==> config.mk <==
export PLATFORM = sky130hd
export DESIGN_NAME = stk500_bootloader_engine
export DESIGN_NICKNAME = d
export VERILOG_FILES = /design/src/hw/rtl/stk_pkg.sv /design/src/hw/rtl/stk_ram.sv /design/src/hw/rtl/stk_datapath.sv /design/src/hw/rtl/stk_controller.sv /design/src/hw/rtl/stk500_bootloader_engine.sv
export SDC_FILE = /design/constraint.sdc
export NUM_CORES = 1
export LEC_CHECK = 0
export BUFFER_PORTS_ARGS = -buffer_cell sky130_fd_sc_hd__buf_4
export CORE_MARGIN = 10
export CORE_UTILIZATION = 30
export CTS_BUF_LIST = sky130_fd_sc_hd__clkbuf_4
export CTS_CLUSTER_DIAMETER = 150
export CTS_CLUSTER_SIZE = 28
export DETAILED_ROUTE_END_ITERATION = 8
export PLACE_DENSITY = 0.43
export REMOVE_ABC_BUFFERS = 1
export SLEW_MARGIN = 20
export SYNTH_ARGS = -nofsm -noshare
export SYNTH_HDL_FRONTEND = slang
export SYNTH_SLANG_ARGS = --single-unit
==> constraint.sdc <==
create_clock -name clk -period 3.55 [get_ports clk]
set_input_delay 0.1775 -clock clk [delete_from_list [all_inputs] [get_ports clk]]
set_output_delay 0.1775 -clock clk [all_outputs]
set_load 0.005 [all_outputs]
==> src/hw/rtl/stk_pkg.sv <==
// shared types and constants for the stk500 bootloader engine
`timescale 1ns / 1ps
package stk_pkg;

    typedef enum logic [2:0] {
        K_TX    = 3'd0,
        K_ERASE = 3'd1,
        K_FILL  = 3'd2,
        K_WRITE = 3'd3,
        K_READ  = 3'd4,
        K_WDT   = 3'd5
    } kind_t;

    typedef enum logic [4:0] {
        PH_CMD, PH_PARAM, PH_SKIP_PLAIN, PH_SKIP_UNIV, PH_ADDR_LO, PH_ADDR_HI,
        PH_PROG_HI, PH_PROG_LO, PH_PROG_MEM, PH_PROG_DATA, PH_READ_HI,
        PH_READ_LO, PH_READ_MEM, PH_READ_WAIT, PH_SYNC_PLAIN, PH_SYNC_PARAM,
        PH_SYNC_UNIV, PH_SYNC_PROG, PH_SYNC_READ, PH_SYNC_SIGN
    } phase_t;

    // controller sequencer states
    typedef enum logic [2:0] {
        S_IDLE,   // waiting for input word
        S_EMIT,   // emitting a queued short list
        S_CLEAR,  // clearing page buffer after reset
        S_FRD,    // fill read: issue buffer reads
        S_FOUT,   // fill word presented
        S_WR,     // page write
        S_OK      // trailing ok
    } ctl_state_t;

    // datapath result selectors
    typedef enum logic [3:0] {
        R_WDT, R_INSYNC, R_OK, R_PARAM, R_ZERO, R_SIG0, R_SIG1, R_SIG2,
        R_ERASE, R_READ, R_FLASH, R_FILL, R_WRITE
    } res_t;

    typedef struct packed {
        logic   load_in;     // capture the input word
        logic   buf_we;      // write the page buffer
        logic   clr;         // buffer clear write of zero
        logic   fill_start;  // reset fill index
        logic   fill_step;   // issue a buffer read for a byte of the fill word
        logic   out_load;    // load output register
        res_t   sel;
        logic   last;
    } dp_cmd_t;

    typedef struct packed {
        logic   out_busy;    // output register holds an undelivered word
        logic   clr_done;
        logic   fill_done;   // fill word offset past the page
        logic   fill_issued; // four reads issued for the current fill word
        logic   fill_word;   // four bytes gathered
    } dp_stat_t;

    localparam logic [7:0] SYNC_BYTE = 8'h20;
    localparam logic [7:0] INSYNC    = 8'h14;
    localparam logic [7:0] OK_BYTE   = 8'h10;
    localparam logic [7:0] WDT_VAL   = 8'h08;

endpackage

==> src/hw/rtl/stk_ram.sv <==
// generic single-port ram with registered read
`timescale 1ns / 1ps
module stk_ram #(
    parameter int WIDTH = 8,
    parameter int DEPTH = 128
) (
    input  logic                     clk,
    input  logic                     we,
    input  logic [$clog2(DEPTH)-1:0] addr,
    input  logic [WIDTH-1:0]         wdata,
    output logic [WIDTH-1:0]         rdata
);
    logic [WIDTH-1:0] mem [DEPTH];

    always_ff @(posedge clk)
    begin
        if (we)
        begin
            mem[addr] <= wdata;
        end
        rdata <= mem[addr];
    end
endmodule

==> src/hw/rtl/stk_datapath.sv <==
// datapath: input capture, address and counters, page buffer, fill gather, output register
`timescale 1ns / 1ps
module stk_datapath #(
    parameter int PAGE_BYTES = 128
) (
    input  logic              clk,
    input  logic              rst_n,
    input  stk_pkg::dp_cmd_t  cmd,
    input  logic [7:0]        byte_in,
    input  logic [15:0]       cursor,
    input  logic [7:0]        wr_index,
    input  logic              param_known,
    input  logic              out_ready,
    output stk_pkg::dp_stat_t stat,
    output logic              out_valid,
    output logic [2:0]        kind,
    output logic [15:0]       address,
    output logic [31:0]       data,
    output logic              last
);
    localparam int AW = $clog2(PAGE_BYTES);
    localparam int FW = AW + 1;
    // fill walk covers the page rounded up to four
    localparam int FILL_END = ((PAGE_BYTES + 3) / 4) * 4;

    logic [7:0]    byte_reg;
    logic [AW:0]   clr_reg;
    logic [FW:0]   fidx_reg, fidx_next;   // read index
    logic [FW:0]   fbase_reg;             // byte offset of current fill word
    logic [1:0]    lane_reg;              // lane of the byte arriving from ram
    logic          rd_pend_reg;
    logic          rd_inpage_reg;
    logic [31:0]   fword_reg;
    logic [2:0]    gather_reg;
    logic          valid_reg;
    logic [2:0]    kind_reg;
    logic [15:0]   addr_reg;
    logic [31:0]   data_reg;
    logic          last_reg;

    logic          ram_we;
    logic [AW-1:0] ram_addr;
    logic [7:0]    ram_wdata;
    logic [7:0]    ram_rdata;

    always_comb
    begin
        ram_we    = cmd.buf_we;
        ram_wdata = cmd.clr ? 8'h00 : byte_in;
        if (cmd.clr)
            ram_addr = clr_reg[AW-1:0];
        else if (cmd.buf_we)
            ram_addr = wr_index[AW-1:0];
        else
            ram_addr = fidx_reg[AW-1:0];
    end

    stk_ram #(.WIDTH(8), .DEPTH(PAGE_BYTES)) u_ram (
        .clk   (clk),
        .we    (ram_we),
        .addr  (ram_addr),
        .wdata (ram_wdata),
        .rdata (ram_rdata)
    );

    always_ff @(posedge clk)
    begin
        if (cmd.load_in)
            byte_reg <= byte_in;
    end

    assign fidx_next = fidx_reg + 1'b1;

    always_ff @(posedge clk or negedge rst_n)
    begin
        if (!rst_n)
        begin
            clr_reg       <= '0;
            fidx_reg      <= '0;
            fbase_reg     <= '0;
            lane_reg      <= '0;
            rd_pend_reg   <= 1'b0;
            rd_inpage_reg <= 1'b0;
            fword_reg     <= '0;
            gather_reg    <= '0;
            valid_reg     <= 1'b0;
        end
        else
        begin
            if (cmd.clr)
                clr_reg <= clr_reg + 1'b1;
            if (cmd.fill_start)
            begin
                fidx_reg    <= '0;
                fbase_reg   <= '0;
                gather_reg  <= '0;
                rd_pend_reg <= 1'b0;
            end
            else if (cmd.fill_step)
            begin
                // one read per cycle until four are issued for this word
                rd_pend_reg   <= 1'b1;
                rd_inpage_reg <= (fidx_reg < (FW+1)'(PAGE_BYTES));
                lane_reg      <= fidx_reg[1:0];
                fidx_reg      <= fidx_next;
            end
            else
            begin
                rd_pend_reg <= 1'b0;
            end
            if (rd_pend_reg && !cmd.fill_start)
            begin
                unique case (lane_reg)
                    2'd0: fword_reg[7:0]   <= rd_inpage_reg ? ram_rdata : 8'h00;
                    2'd1: fword_reg[15:8]  <= rd_inpage_reg ? ram_rdata : 8'h00;
                    2'd2: fword_reg[23:16] <= rd_inpage_reg ? ram_rdata : 8'h00;
                    2'd3: fword_reg[31:24] <= rd_inpage_reg ? ram_rdata : 8'h00;
                    default: ;
                endcase
                gather_reg <= gather_reg + 1'b1;
            end
            if (cmd.out_load && cmd.sel == stk_pkg::R_FILL)
            begin
                gather_reg <= '0;
                fbase_reg  <= fbase_reg + (FW+1)'(4);
            end
            if (cmd.out_load)
                valid_reg <= 1'b1;
            else if (out_ready)
                valid_reg <= 1'b0;
        end
    end

    always_ff @(posedge clk)
    begin
        if (cmd.out_load)
        begin
            last_reg <= cmd.last;
            addr_reg <= 16'h0000;
            data_reg <= 32'h0;
            unique case (cmd.sel)
                stk_pkg::R_WDT:    begin kind_reg <= stk_pkg::K_WDT;
                                         data_reg <= {24'h0, stk_pkg::WDT_VAL}; end
                stk_pkg::R_INSYNC: begin kind_reg <= stk_pkg::K_TX;
                                         data_reg <= {24'h0, stk_pkg::INSYNC}; end
                stk_pkg::R_OK:     begin kind_reg <= stk_pkg::K_TX;
                                         data_reg <= {24'h0, stk_pkg::OK_BYTE}; end
                stk_pkg::R_PARAM:  begin kind_reg <= stk_pkg::K_TX;
                                         data_reg <= param_known ? 32'h04 : 32'h03; end
                stk_pkg::R_ZERO:   kind_reg <= stk_pkg::K_TX;
                stk_pkg::R_SIG0:   begin kind_reg <= stk_pkg::K_TX; data_reg <= 32'h1E; end
                stk_pkg::R_SIG1:   begin kind_reg <= stk_pkg::K_TX; data_reg <= 32'h95; end
                stk_pkg::R_SIG2:   begin kind_reg <= stk_pkg::K_TX; data_reg <= 32'h0F; end
                stk_pkg::R_ERASE:  begin kind_reg <= stk_pkg::K_ERASE; addr_reg <= cursor; end
                stk_pkg::R_READ:   begin kind_reg <= stk_pkg::K_READ; addr_reg <= cursor; end
                stk_pkg::R_FLASH:  begin kind_reg <= stk_pkg::K_TX;
                                         data_reg <= {24'h0, byte_reg}; end
                stk_pkg::R_FILL:   begin kind_reg <= stk_pkg::K_FILL;
                                         addr_reg <= cursor + 16'(fbase_reg);
                                         data_reg <= fword_reg; end
                stk_pkg::R_WRITE:  begin kind_reg <= stk_pkg::K_WRITE; addr_reg <= cursor; end
                default:           kind_reg <= stk_pkg::K_TX;
            endcase
        end
    end

    assign stat.out_busy    = valid_reg;
    assign stat.clr_done    = clr_reg[AW];
    assign stat.fill_done   = (fbase_reg >= (FW+1)'(FILL_END));
    assign stat.fill_issued = (fidx_reg == fbase_reg + (FW+1)'(4));
    assign stat.fill_word   = (gather_reg == 3'd4);

    assign out_valid = valid_reg;
    assign kind      = kind_reg;
    assign address   = addr_reg;
    assign data      = data_reg;
    assign last      = last_reg;

    // a fill word is never shown before all four bytes are gathered
    assert property (@(posedge clk) disable iff (!rst_n)
        cmd.out_load && cmd.sel == stk_pkg::R_FILL |-> gather_reg == 3'd4)
        else $error("fill word loaded before gather complete");
    // output register is never overwritten while a word waits
    assert property (@(posedge clk) disable iff (!rst_n)
        cmd.out_load |-> !valid_reg || out_ready)
        else $error("output overwritten");
    // gather never overruns a word
    assert property (@(posedge clk) disable iff (!rst_n) gather_reg <= 3'd4)
        else $error("gather overrun");
endmodule

==> src/hw/rtl/stk_controller.sv <==
// controller: protocol phase machine and result sequencer
`timescale 1ns / 1ps
module stk_controller #(
    parameter int PAGE_BYTES = 128
) (
    input  logic              clk,
    input  logic              rst_n,
    input  logic              in_valid,
    output logic              in_ready,
    input  logic              action,
    input  logic [7:0]        byte_in,
    input  logic              out_ready,
    input  stk_pkg::dp_stat_t stat,
    output stk_pkg::dp_cmd_t  cmd,
    output logic [15:0]       cursor,
    output logic [7:0]        wr_index,
    output logic              param_known
);
    stk_pkg::ctl_state_t state_reg, state_next;
    stk_pkg::phase_t     phase_reg, phase_next;
    logic                halted_reg, halted_next;
    logic [7:0]          cnt_reg, cnt_next;
    logic [15:0]         cur_reg, cur_next;
    logic [7:0]          plen_reg, plen_next;
    logic                pk_reg, pk_next;
    // short queue of up to five results
    stk_pkg::res_t       q_reg [5], q_next [5];
    logic [2:0]          qn_reg, qn_next;
    logic [2:0]          qi_reg, qi_next;
    logic                tail_reg, tail_next;  // fills, write and ok follow the queue

    logic acc;
    logic can_out;

    assign acc     = in_valid && in_ready;
    assign can_out = !stat.out_busy || out_ready;

    always_ff @(posedge clk or negedge rst_n)
    begin
        if (!rst_n)
        begin
            state_reg  <= stk_pkg::S_CLEAR;
            phase_reg  <= stk_pkg::PH_CMD;
            halted_reg <= 1'b0;
            cnt_reg    <= '0;
            cur_reg    <= '0;
            plen_reg   <= '0;
            pk_reg     <= 1'b0;
            qn_reg     <= '0;
            qi_reg     <= '0;
            tail_reg   <= 1'b0;
            for (int i = 0; i < 5; i++)
                q_reg[i] <= stk_pkg::R_OK;
        end
        else
        begin
            state_reg  <= state_next;
            phase_reg  <= phase_next;
            halted_reg <= halted_next;
            cnt_reg    <= cnt_next;
            cur_reg    <= cur_next;
            plen_reg   <= plen_next;
            pk_reg     <= pk_next;
            qn_reg     <= qn_next;
            qi_reg     <= qi_next;
            tail_reg   <= tail_next;
            q_reg      <= q_next;
        end
    end

    always_comb
    begin
        logic [7:0] cnt_dec;
        logic [7:0] cnt_inc;
        state_next  = state_reg;
        phase_next  = phase_reg;
        halted_next = halted_reg;
        cnt_next    = cnt_reg;
        cur_next    = cur_reg;
        plen_next   = plen_reg;
        pk_next     = pk_reg;
        q_next      = q_reg;
        qn_next     = qn_reg;
        qi_next     = qi_reg;
        tail_next   = tail_reg;
        cmd         = '0;
        cmd.sel     = stk_pkg::R_OK;
        in_ready    = 1'b0;
        cnt_dec     = cnt_reg - 8'd1;
        cnt_inc     = cnt_reg + 8'd1;

        unique case (state_reg)
            stk_pkg::S_CLEAR:
            begin
                cmd.buf_we = 1'b1;
                cmd.clr    = 1'b1;
                if (stat.clr_done)
                begin
                    cmd.buf_we = 1'b0;
                    cmd.clr    = 1'b0;
                    state_next = stk_pkg::S_IDLE;
                end
            end
            stk_pkg::S_IDLE:
            begin
                in_ready = 1'b1;
                if (acc && !halted_reg)
                begin
                    cmd.load_in = 1'b1;
                    qn_next     = '0;
                    qi_next     = '0;
                    tail_next   = 1'b0;
                    if (action)
                    begin
                        if (phase_reg == stk_pkg::PH_READ_WAIT)
                        begin
                            q_next[0] = stk_pkg::R_FLASH;
                            cur_next  = cur_reg + 16'd1;
                            cnt_next  = cnt_dec;
                            q_next[1] = (cnt_dec != 0) ? stk_pkg::R_READ : stk_pkg::R_OK;
                            qn_next   = 3'd2;
                            if (cnt_dec == 0)
                                phase_next = stk_pkg::PH_CMD;
                        end
                    end
                    else
                    begin
                        unique case (phase_reg)
                            stk_pkg::PH_CMD:
                            begin
                                unique case (byte_in)
                                    8'h41: phase_next = stk_pkg::PH_PARAM;
                                    8'h42: begin cnt_next = 8'h14;
                                               phase_next = stk_pkg::PH_SKIP_PLAIN; end
                                    8'h45: begin cnt_next = 8'h05;
                                               phase_next = stk_pkg::PH_SKIP_PLAIN; end
                                    8'h55: phase_next = stk_pkg::PH_ADDR_LO;
                                    8'h56: begin cnt_next = 8'h04;
                                               phase_next = stk_pkg::PH_SKIP_UNIV; end
                                    8'h64: phase_next = stk_pkg::PH_PROG_HI;
                                    8'h74: phase_next = stk_pkg::PH_READ_HI;
                                    8'h75: phase_next = stk_pkg::PH_SYNC_SIGN;
                                    8'h51: begin q_next[0] = stk_pkg::R_WDT; qn_next = 3'd1;
                                               phase_next = stk_pkg::PH_SYNC_PLAIN; end
                                    default: phase_next = stk_pkg::PH_SYNC_PLAIN;
                                endcase
                            end
                            stk_pkg::PH_PARAM:
                            begin
                                pk_next    = (byte_in == 8'h81) || (byte_in == 8'h82);
                                phase_next = stk_pkg::PH_SYNC_PARAM;
                            end
                            stk_pkg::PH_SKIP_PLAIN, stk_pkg::PH_SKIP_UNIV:
                            begin
                                cnt_next = cnt_dec;
                                if (cnt_dec == 0)
                                    phase_next = (phase_reg == stk_pkg::PH_SKIP_UNIV)
                                               ? stk_pkg::PH_SYNC_UNIV
                                               : stk_pkg::PH_SYNC_PLAIN;
                            end
                            stk_pkg::PH_ADDR_LO:
                            begin
                                cur_next   = {8'h00, byte_in};
                                phase_next = stk_pkg::PH_ADDR_HI;
                            end
                            stk_pkg::PH_ADDR_HI:
                            begin
                                cur_next   = {byte_in[6:0], cur_reg[7:0], 1'b0};
                                phase_next = stk_pkg::PH_SYNC_PLAIN;
                            end
                            stk_pkg::PH_PROG_HI: phase_next = stk_pkg::PH_PROG_LO;
                            stk_pkg::PH_PROG_LO:
                            begin
                                plen_next  = byte_in;
                                phase_next = stk_pkg::PH_PROG_MEM;
                            end
                            stk_pkg::PH_PROG_MEM:
                            begin
                                q_next[0]  = stk_pkg::R_ERASE;
                                qn_next    = 3'd1;
                                cnt_next   = '0;
                                phase_next = (plen_reg == 0) ? stk_pkg::PH_SYNC_PROG
                                                             : stk_pkg::PH_PROG_DATA;
                            end
                            stk_pkg::PH_PROG_DATA:
                            begin
                                if (9'(cnt_reg) < 9'(PAGE_BYTES))
                                    cmd.buf_we = 1'b1;
                                cnt_next = cnt_inc;
                                if (cnt_inc >= plen_reg)
                                    phase_next = stk_pkg::PH_SYNC_PROG;
                            end
                            stk_pkg::PH_READ_HI: phase_next = stk_pkg::PH_READ_LO;
                            stk_pkg::PH_READ_LO:
                            begin
                                cnt_next   = byte_in;
                                phase_next = stk_pkg::PH_READ_MEM;
                            end
                            stk_pkg::PH_READ_MEM: phase_next = stk_pkg::PH_SYNC_READ;
                            stk_pkg::PH_READ_WAIT: ;
                            default:
                            begin
                                if (byte_in != stk_pkg::SYNC_BYTE)
                                begin
                                    q_next[0]   = stk_pkg::R_WDT;
                                    qn_next     = 3'd1;
                                    halted_next = 1'b1;
                                end
                                else
                                begin
                                    q_next[0]  = stk_pkg::R_INSYNC;
                                    phase_next = stk_pkg::PH_CMD;
                                    priority case (phase_reg)
                                        stk_pkg::PH_SYNC_PARAM:
                                        begin
                                            q_next[1] = stk_pkg::R_PARAM;
                                            q_next[2] = stk_pkg::R_OK; qn_next = 3'd3;
                                        end
                                        stk_pkg::PH_SYNC_UNIV:
                                        begin
                                            q_next[1] = stk_pkg::R_ZERO;
                                            q_next[2] = stk_pkg::R_OK; qn_next = 3'd3;
                                        end
                                        stk_pkg::PH_SYNC_PROG:
                                        begin
                                            qn_next = 3'd1; tail_next = 1'b1;
                                        end
                                        stk_pkg::PH_SYNC_SIGN:
                                        begin
                                            q_next[1] = stk_pkg::R_SIG0;
                                            q_next[2] = stk_pkg::R_SIG1;
                                            q_next[3] = stk_pkg::R_SIG2;
                                            q_next[4] = stk_pkg::R_OK; qn_next = 3'd5;
                                        end
                                        stk_pkg::PH_SYNC_READ:
                                        begin
                                            q_next[1]  = stk_pkg::R_READ; qn_next = 3'd2;
                                            phase_next = stk_pkg::PH_READ_WAIT;
                                        end
                                        default:
                                        begin
                                            q_next[1] = stk_pkg::R_OK; qn_next = 3'd2;
                                        end
                                    endcase
                                end
                            end
                        endcase
                    end
                    if (qn_next != 0)
                        state_next = stk_pkg::S_EMIT;
                end
            end
            stk_pkg::S_EMIT:
            begin
                if (can_out)
                begin
                    cmd.out_load = 1'b1;
                    cmd.sel      = q_reg[qi_reg];
                    cmd.last     = (qi_reg + 3'd1 == qn_reg) && !tail_reg;
                    qi_next      = qi_reg + 3'd1;
                    if (qi_reg + 3'd1 == qn_reg)
                    begin
                        if (tail_reg)
                        begin
                            cmd.fill_start = 1'b1;
                            state_next     = stk_pkg::S_FRD;
                        end
                        else
                            state_next = stk_pkg::S_IDLE;
                    end
                end
            end
            stk_pkg::S_FRD:
            begin
                if (stat.fill_done)
                    state_next = stk_pkg::S_WR;
                else if (stat.fill_word)
                    state_next = stk_pkg::S_FOUT;
                else
                    cmd.fill_step = !stat.fill_issued;
            end
            stk_pkg::S_FOUT:
            begin
                if (can_out)
                begin
                    cmd.out_load = 1'b1;
                    cmd.sel      = stk_pkg::R_FILL;
                    state_next   = stk_pkg::S_FRD;
                end
            end
            stk_pkg::S_WR:
            begin
                if (can_out)
                begin
                    cmd.out_load = 1'b1;
                    cmd.sel      = stk_pkg::R_WRITE;
                    state_next   = stk_pkg::S_OK;
                end
            end
            stk_pkg::S_OK:
            begin
                if (can_out)
                begin
                    cmd.out_load = 1'b1;
                    cmd.sel      = stk_pkg::R_OK;
                    cmd.last     = 1'b1;
                    state_next   = stk_pkg::S_IDLE;
                end
            end
            default: state_next = stk_pkg::S_IDLE;
        endcase
    end

    assign cursor      = cur_reg;
    assign wr_index    = cnt_reg;
    assign param_known = pk_reg;

    // input is only taken while no result sequence is running
    assert property (@(posedge clk) disable iff (!rst_n)
        in_ready |-> state_reg == stk_pkg::S_IDLE)
        else $error("input taken during sequence");
    // once halted, stays halted
    assert property (@(posedge clk) disable iff (!rst_n)
        halted_reg |=> halted_reg)
        else $error("halt released");
    // buffer writes never overlap an output load
    assert property (@(posedge clk) disable iff (!rst_n)
        cmd.buf_we |-> !cmd.out_load)
        else $error("buffer write during output");
endmodule

==> src/hw/rtl/stk500_bootloader_engine.sv <==
// top level of the stk500v1 bootloader protocol engine
`timescale 1ns / 1ps
// Each input word is a serial byte (action 0) or a flash read byte (action 1); the engine
// answers with a burst of result words, the final one marked by last. Once an input word
// is taken, the results follow back to back while out_ready is high; a page program sync
// emits PAGE_BYTES/4 fills (rounded up), each built in order: four page buffer ram reads
// issued one a cycle, the last byte landing in the fill word, the word seen complete and
// then loaded into the output register. A stalled out_ready holds the sequence.
// After reset the page buffer is cleared one entry per cycle, and no input word is
// accepted until the clear is done.
module stk500_bootloader_engine #(
    parameter int PAGE_BYTES = 128
) (
    input  logic        clk,
    input  logic        rst_n,
    input  logic        in_valid,
    output logic        in_ready,
    input  logic        action,
    input  logic [7:0]  byte_in,
    output logic        out_valid,
    input  logic        out_ready,
    output logic [2:0]  kind,
    output logic [15:0] address,
    output logic [31:0] data,
    output logic        last
);
    stk_pkg::dp_cmd_t  cmd;
    stk_pkg::dp_stat_t stat;
    logic [15:0]       cursor;
    logic [7:0]        wr_index;
    logic              param_known;

    // protocol sequencer
    stk_controller #(.PAGE_BYTES(PAGE_BYTES)) u_ctl (
        .clk         (clk),
        .rst_n       (rst_n),
        .in_valid    (in_valid),
        .in_ready    (in_ready),
        .action      (action),
        .byte_in     (byte_in),
        .out_ready   (out_ready),
        .stat        (stat),
        .cmd         (cmd),
        .cursor      (cursor),
        .wr_index    (wr_index),
        .param_known (param_known)
    );

    // buffer, fill gather and output register
    stk_datapath #(.PAGE_BYTES(PAGE_BYTES)) u_dp (
        .clk         (clk),
        .rst_n       (rst_n),
        .cmd         (cmd),
        .byte_in     (byte_in),
        .cursor      (cursor),
        .wr_index    (wr_index),
        .param_known (param_known),
        .out_ready   (out_ready),
        .stat        (stat),
        .out_valid   (out_valid),
        .kind        (kind),
        .address     (address),
        .data        (data),
        .last        (last)
    );
endmodule

==> results.txt <==
The HPWL after detailed placement is 114.5 mm. The share of cells above drive strength 1 came out at 22.88%. The leading area contributor after synthesis is sky130_fd_sc_hd__edfxtp_1. For this run the aggregate overflow at the end of global routing stands at 0. The data required time of the worst path is 4.61 ns. Measured on the finished design, the core utilization comes to 36.14%. The number of different library cells in the post-synthesis netlist is 89. The number of port buffers came out at 66.

The leakage dissipation is approximately 0.021 uW. The total global-route track usage came out at 17.72%. The starting DRC count in detailed routing is between 3000 and 4000.

The least setup slack across all paths after layout came out at -0.2809 ns. Sorting the synthesized cells by area gives the leading types as sky130_fd_sc_hd__edfxtp_1, sky130_fd_sc_hd__dfrtp_1, sky130_fd_sc_hd__nand2_1, sky130_fd_sc_hd__a21oi_1, sky130_fd_sc_hd__nor2_1. The vertical extent of the die came out at roughly 430 um. Summing every instance area after synthesis gives around 50000 um2.

The total I/O pin count is 67. The later-pin clock latency in the skew report came out at 1.19 ns. The final critical-path required period came out at 3.831 ns. The flow ran to the end, but the final reports show violations. The die is 430.1 um wide.

Total power for the finished layout comes to 25110 uW. For this run, design rule violations remaining after detail routing come to 0. The final cycle utilization of the critical path is 107.9%. The max-cap violation count is 0. The final-layout fill cell count is 16190. The number of failing hold endpoints at the final stage is 0. The worst-case vdd ir drop came out at 0.0002372 V.

Counting every sink on the clock net gives 1214. At the end of routability-driven placement, the weighted congestion stood at 0.8546. STA classifies the critical path endpoint as a flop.

The root buffer cell is sky130_fd_sc_hd__clkbuf_4. After floorplanning, the core was sized to cover 167200 um2. The flip-flop and latch area came out at 35770 um2. The final max-slew violation count is 0. Sequential elements use 70.89% of the synthesized area. Setup repair after global routing could not meet its margin everywhere. The layout overhead on the synthesized area came out at 19.78%.

The synthesis-stage register bit count is roughly 1200. The measured slew at the worst slew-check pin came out at 1.078 ns. By startpoint and endpoint, the worst setup path is classified as reg -> reg. Entering global routing, the biggest net connects 84 pins. After detailed placement, the design holds a cell count of between 6000 and 7000. The synthesized design contains 1084 enable-type register cells. For this run, the top clock speed supported by timing is 261.0 MHz. The worst slew margin relative to its limit came out at 28.11%. The number of antenna violations at the first check in global routing came out at 7. For this configuration, the core starts out at a cell density of 30.17%. After clock tree synthesis, the clock-pin slew on the worst setup and hold paths is 0.30 ns. The first-pass GRT wire length came out at around 240 mm. The number of global-route vias before repair is 33290. Among all flip-flop cells after synthesis, the most frequent one is sky130_fd_sc_hd__edfxtp_1. In this run the biggest area consumer among cell types represents 64.52% of the synthesized area. The total detailed-routing wirelength came out at 171.1 mm. The number of warning messages in the yosys log is 0. The clock skew after layout is about 0.12 ns. The final reports fail on setup timing.

The via count came out at 34090. The power density over the cells is 415.4 nW/um2. The maximum fanout along the worst path is 8.

The pre-antenna-repair detailed-routing pass consisted of 5 iterations. The floorplan step defined a die boundary enclosing 185000 um2. In this run the worst hold path is classified as in -> reg. In the routed layout, each cell is associated on average with a via count of around 5.2. The register with the most flip-flops in the layout has 1024 of them.

The data arrival time at the worst-slack endpoint came out at between 4 and 5 ns. Counting every instance in the synthesized netlist gives approximately 3800. The non-filler instance count after layout came out at between 6000 and 7000. TritonCTS built the clock tree. In this run, CTS created clock tree buffers numbering between 40 and 50. The count of nets left with antenna violations once routing finished came out at 0. The post-layout net count came out at between 4000 and 5000. The maximum level of the CTS H-tree is 2. The fraction of synthesis flops using an asynchronous set or reset pin is 10.05%. The count of final setup violators came out at 8. The number of buffers between clock root and the deepest sink is 3.

The cell row count is 150. The average routed wire per standard cell came out at about 26 um. The average footprint of a synthesized cell is 13.34 um2. In the final layout, the multi-input gates occupy approximately 14000 um2.

The worst setup path is launched from a flop.
placed cells by master (no fill, tap or decap), types with 11 or more instances in the layout:
master / instances
sky130_fd_sc_hd__xnor2_1: 31
sky130_fd_sc_hd__and3_1: 23
sky130_fd_sc_hd__o22ai_1: 20
sky130_fd_sc_hd__nor3_1: 29
sky130_fd_sc_hd__mux2_2: 35
sky130_fd_sc_hd__xor2_1: 15
sky130_fd_sc_hd__a311oi_1: 11
sky130_fd_sc_hd__mux2i_1: 84
sky130_fd_sc_hd__nor2_4: 14
sky130_fd_sc_hd__a221o_1: 26
sky130_fd_sc_hd__a21oi_1: 272
sky130_fd_sc_hd__and2_1: 34
sky130_fd_sc_hd__o2bb2ai_1: 22
sky130_fd_sc_hd__a211oi_1: 66
sky130_fd_sc_hd__nand4_1: 24
sky130_fd_sc_hd__nor2_2: 15
sky130_fd_sc_hd__clkbuf_4: 88
sky130_fd_sc_hd__a21o_1: 11
sky130_fd_sc_hd__nand3_1: 109
sky130_fd_sc_hd__a221oi_1: 67
sky130_fd_sc_hd__buf_6: 34
sky130_fd_sc_hd__o21ai_0: 169
sky130_fd_sc_hd__o211ai_1: 33
sky130_fd_sc_hd__nand2_1: 562
sky130_fd_sc_hd__o21ai_1: 13
sky130_fd_sc_hd__nor2_1: 222
sky130_fd_sc_hd__o31ai_1: 11
sky130_fd_sc_hd__a22oi_1: 52
sky130_fd_sc_hd__edfxtp_1: 1084
sky130_fd_sc_hd__a22o_1: 31
sky130_fd_sc_hd__inv_1: 40
sky130_fd_sc_hd__dlygate4sd3_1: 24
sky130_fd_sc_hd__ha_1: 28
sky130_fd_sc_hd__a31oi_1: 27
sky130_fd_sc_hd__dfrtp_1: 118
sky130_fd_sc_hd__buf_12: 62
sky130_fd_sc_hd__buf_4: 634
sky130_fd_sc_hd__o221ai_1: 16
repair_timing:
| item | 4_1_cts | 5_1_grt |
|---|---|---|
| pin swaps | 35 | 23 |
| hold buffers | 25 | 0 |
| endpoints found under the hold margin | 616 | 0 |
| cloned | 3 | 3 |
| endpoints found under the setup margin | 563 | 755 |
| buffers inserted | 50 | 18 |
| resized for setup | 104 | 71 |
layer usage:
metal | GRT usage (%) | wire length (um)
met2 | 28.84 | 80150
met1 | 25.22 | 78750
met5 | 0 | 21
met3 | 2.537 | 9055
met4 | 3.292 | 3168
Yosys cell counts (33+ instances only):
| library cell | n |
|---|---|
| sky130_fd_sc_hd__a211oi_1 | 69 |
| sky130_fd_sc_hd__a21oi_1 | 276 |
| sky130_fd_sc_hd__a221oi_1 | 72 |
| sky130_fd_sc_hd__a22oi_1 | 61 |
| sky130_fd_sc_hd__and2_1 | 42 |
| sky130_fd_sc_hd__buf_2 | 88 |
| sky130_fd_sc_hd__clkbuf_1 | 117 |
| sky130_fd_sc_hd__dfrtp_1 | 119 |
| sky130_fd_sc_hd__edfxtp_1 | 1084 |
| sky130_fd_sc_hd__inv_1 | 40 |
| sky130_fd_sc_hd__mux2_2 | 39 |
| sky130_fd_sc_hd__mux2i_1 | 90 |
| sky130_fd_sc_hd__nand2_1 | 568 |
| sky130_fd_sc_hd__nand3_1 | 114 |
| sky130_fd_sc_hd__nor2_1 | 245 |
| sky130_fd_sc_hd__o211ai_1 | 33 |
| sky130_fd_sc_hd__o21ai_0 | 179 |
where the power goes:
group          internal [uW]  switching, uW  leakage [uW]  total [uW]
Sequential             16000            343        0.0114       16400
Clock                   1180           4260      0.000430        5440
Combinational           1310           2010       0.00922        3310
Total                  18500           6610        0.0210       25100
critical path, stage by stage (launching register included):
cell and delay, ns:
sky130_fd_sc_hd__dfrtp_1 0.48, sky130_fd_sc_hd__buf_6 0.14, sky130_fd_sc_hd__nor4_4 0.36, sky130_fd_sc_hd__nand4_4 0.20, sky130_fd_sc_hd__buf_12 0.18, sky130_fd_sc_hd__mux2_8 0.39, sky130_fd_sc_hd__buf_12 0.16, sky130_fd_sc_hd__buf_12 0.13
sky130_fd_sc_hd__buf_12 0.12, sky130_fd_sc_hd__mux2i_1 0.11, sky130_fd_sc_hd__o211ai_1 0.51, sky130_fd_sc_hd__nand4_1 0.46, sky130_fd_sc_hd__a32oi_4 0.36, sky130_fd_sc_hd__o21a_1 0.16
final cells by class:
cell class	instances	share of cell area, %
tap	2204	4.563
clock buffer	88	1.093
inverter	40	0.2484
multi-input combinational	2286	23.38
timing repair buffer	766	11.42
sequential	1214	59.19
clock inverter	3	0.08489
antenna	5	0.02070
logic make-up (layout without fill, tap and decap cells):
family	after synthesis	in the layout	share of synthesized area, %
AOI/OAI and AO/OA	962	962	12.71
xor gates and xnor gates	46	46	0.7985
adders and majority gates	28	28	0.6944
buffers and inverters	283	897	2.457
DFF	1214	1214	70.89
muxes	135	136	2.847
other	0	5	0
and+or+nand+nor	1114	1114	9.599
path summary, 6_finish.rpt:
kind                                     from                  end  slack (ns)  cells after the start
setup / recovery           u_ctl.state_reg[2]  u_dp.u_ram.rdata[1]       -0.28                     13
hold / removal                     byte_in[2]     u_dp.byte_reg[2]        0.13                      3
setup reg to reg           u_ctl.state_reg[2]  u_dp.u_ram.rdata[1]       -0.28                     13
hold reg to reg            u_dp.fword_reg[19]   u_dp.fword_reg[19]        0.51                      2
max in group asynchronous               rst_n   u_ctl.state_reg[1]        3.03                      4
min in group asynchronous               rst_n     u_ctl.cursor[13]        0.14                      4
metrics by stage:
stage / TNS, ns / cell area (um2) / hold WS [ns] / setup slack (ns)
floorplan: -7923.66 / 49360 / -0.1181 / -12.67
global placement: -56.67 / 57980 / 0.2695 / -0.6733
detailed placement: -68.16 / 57980 / 0.2649 / -0.6771
CTS: -19.58 / 59910 / 0.002930 / -0.2106
global route: -2.064 / 60420 / 0.07727 / -0.2802
finish: -1.319 / 60430 / 0.1258 / -0.2809
(Power assumes the default switching activity.)
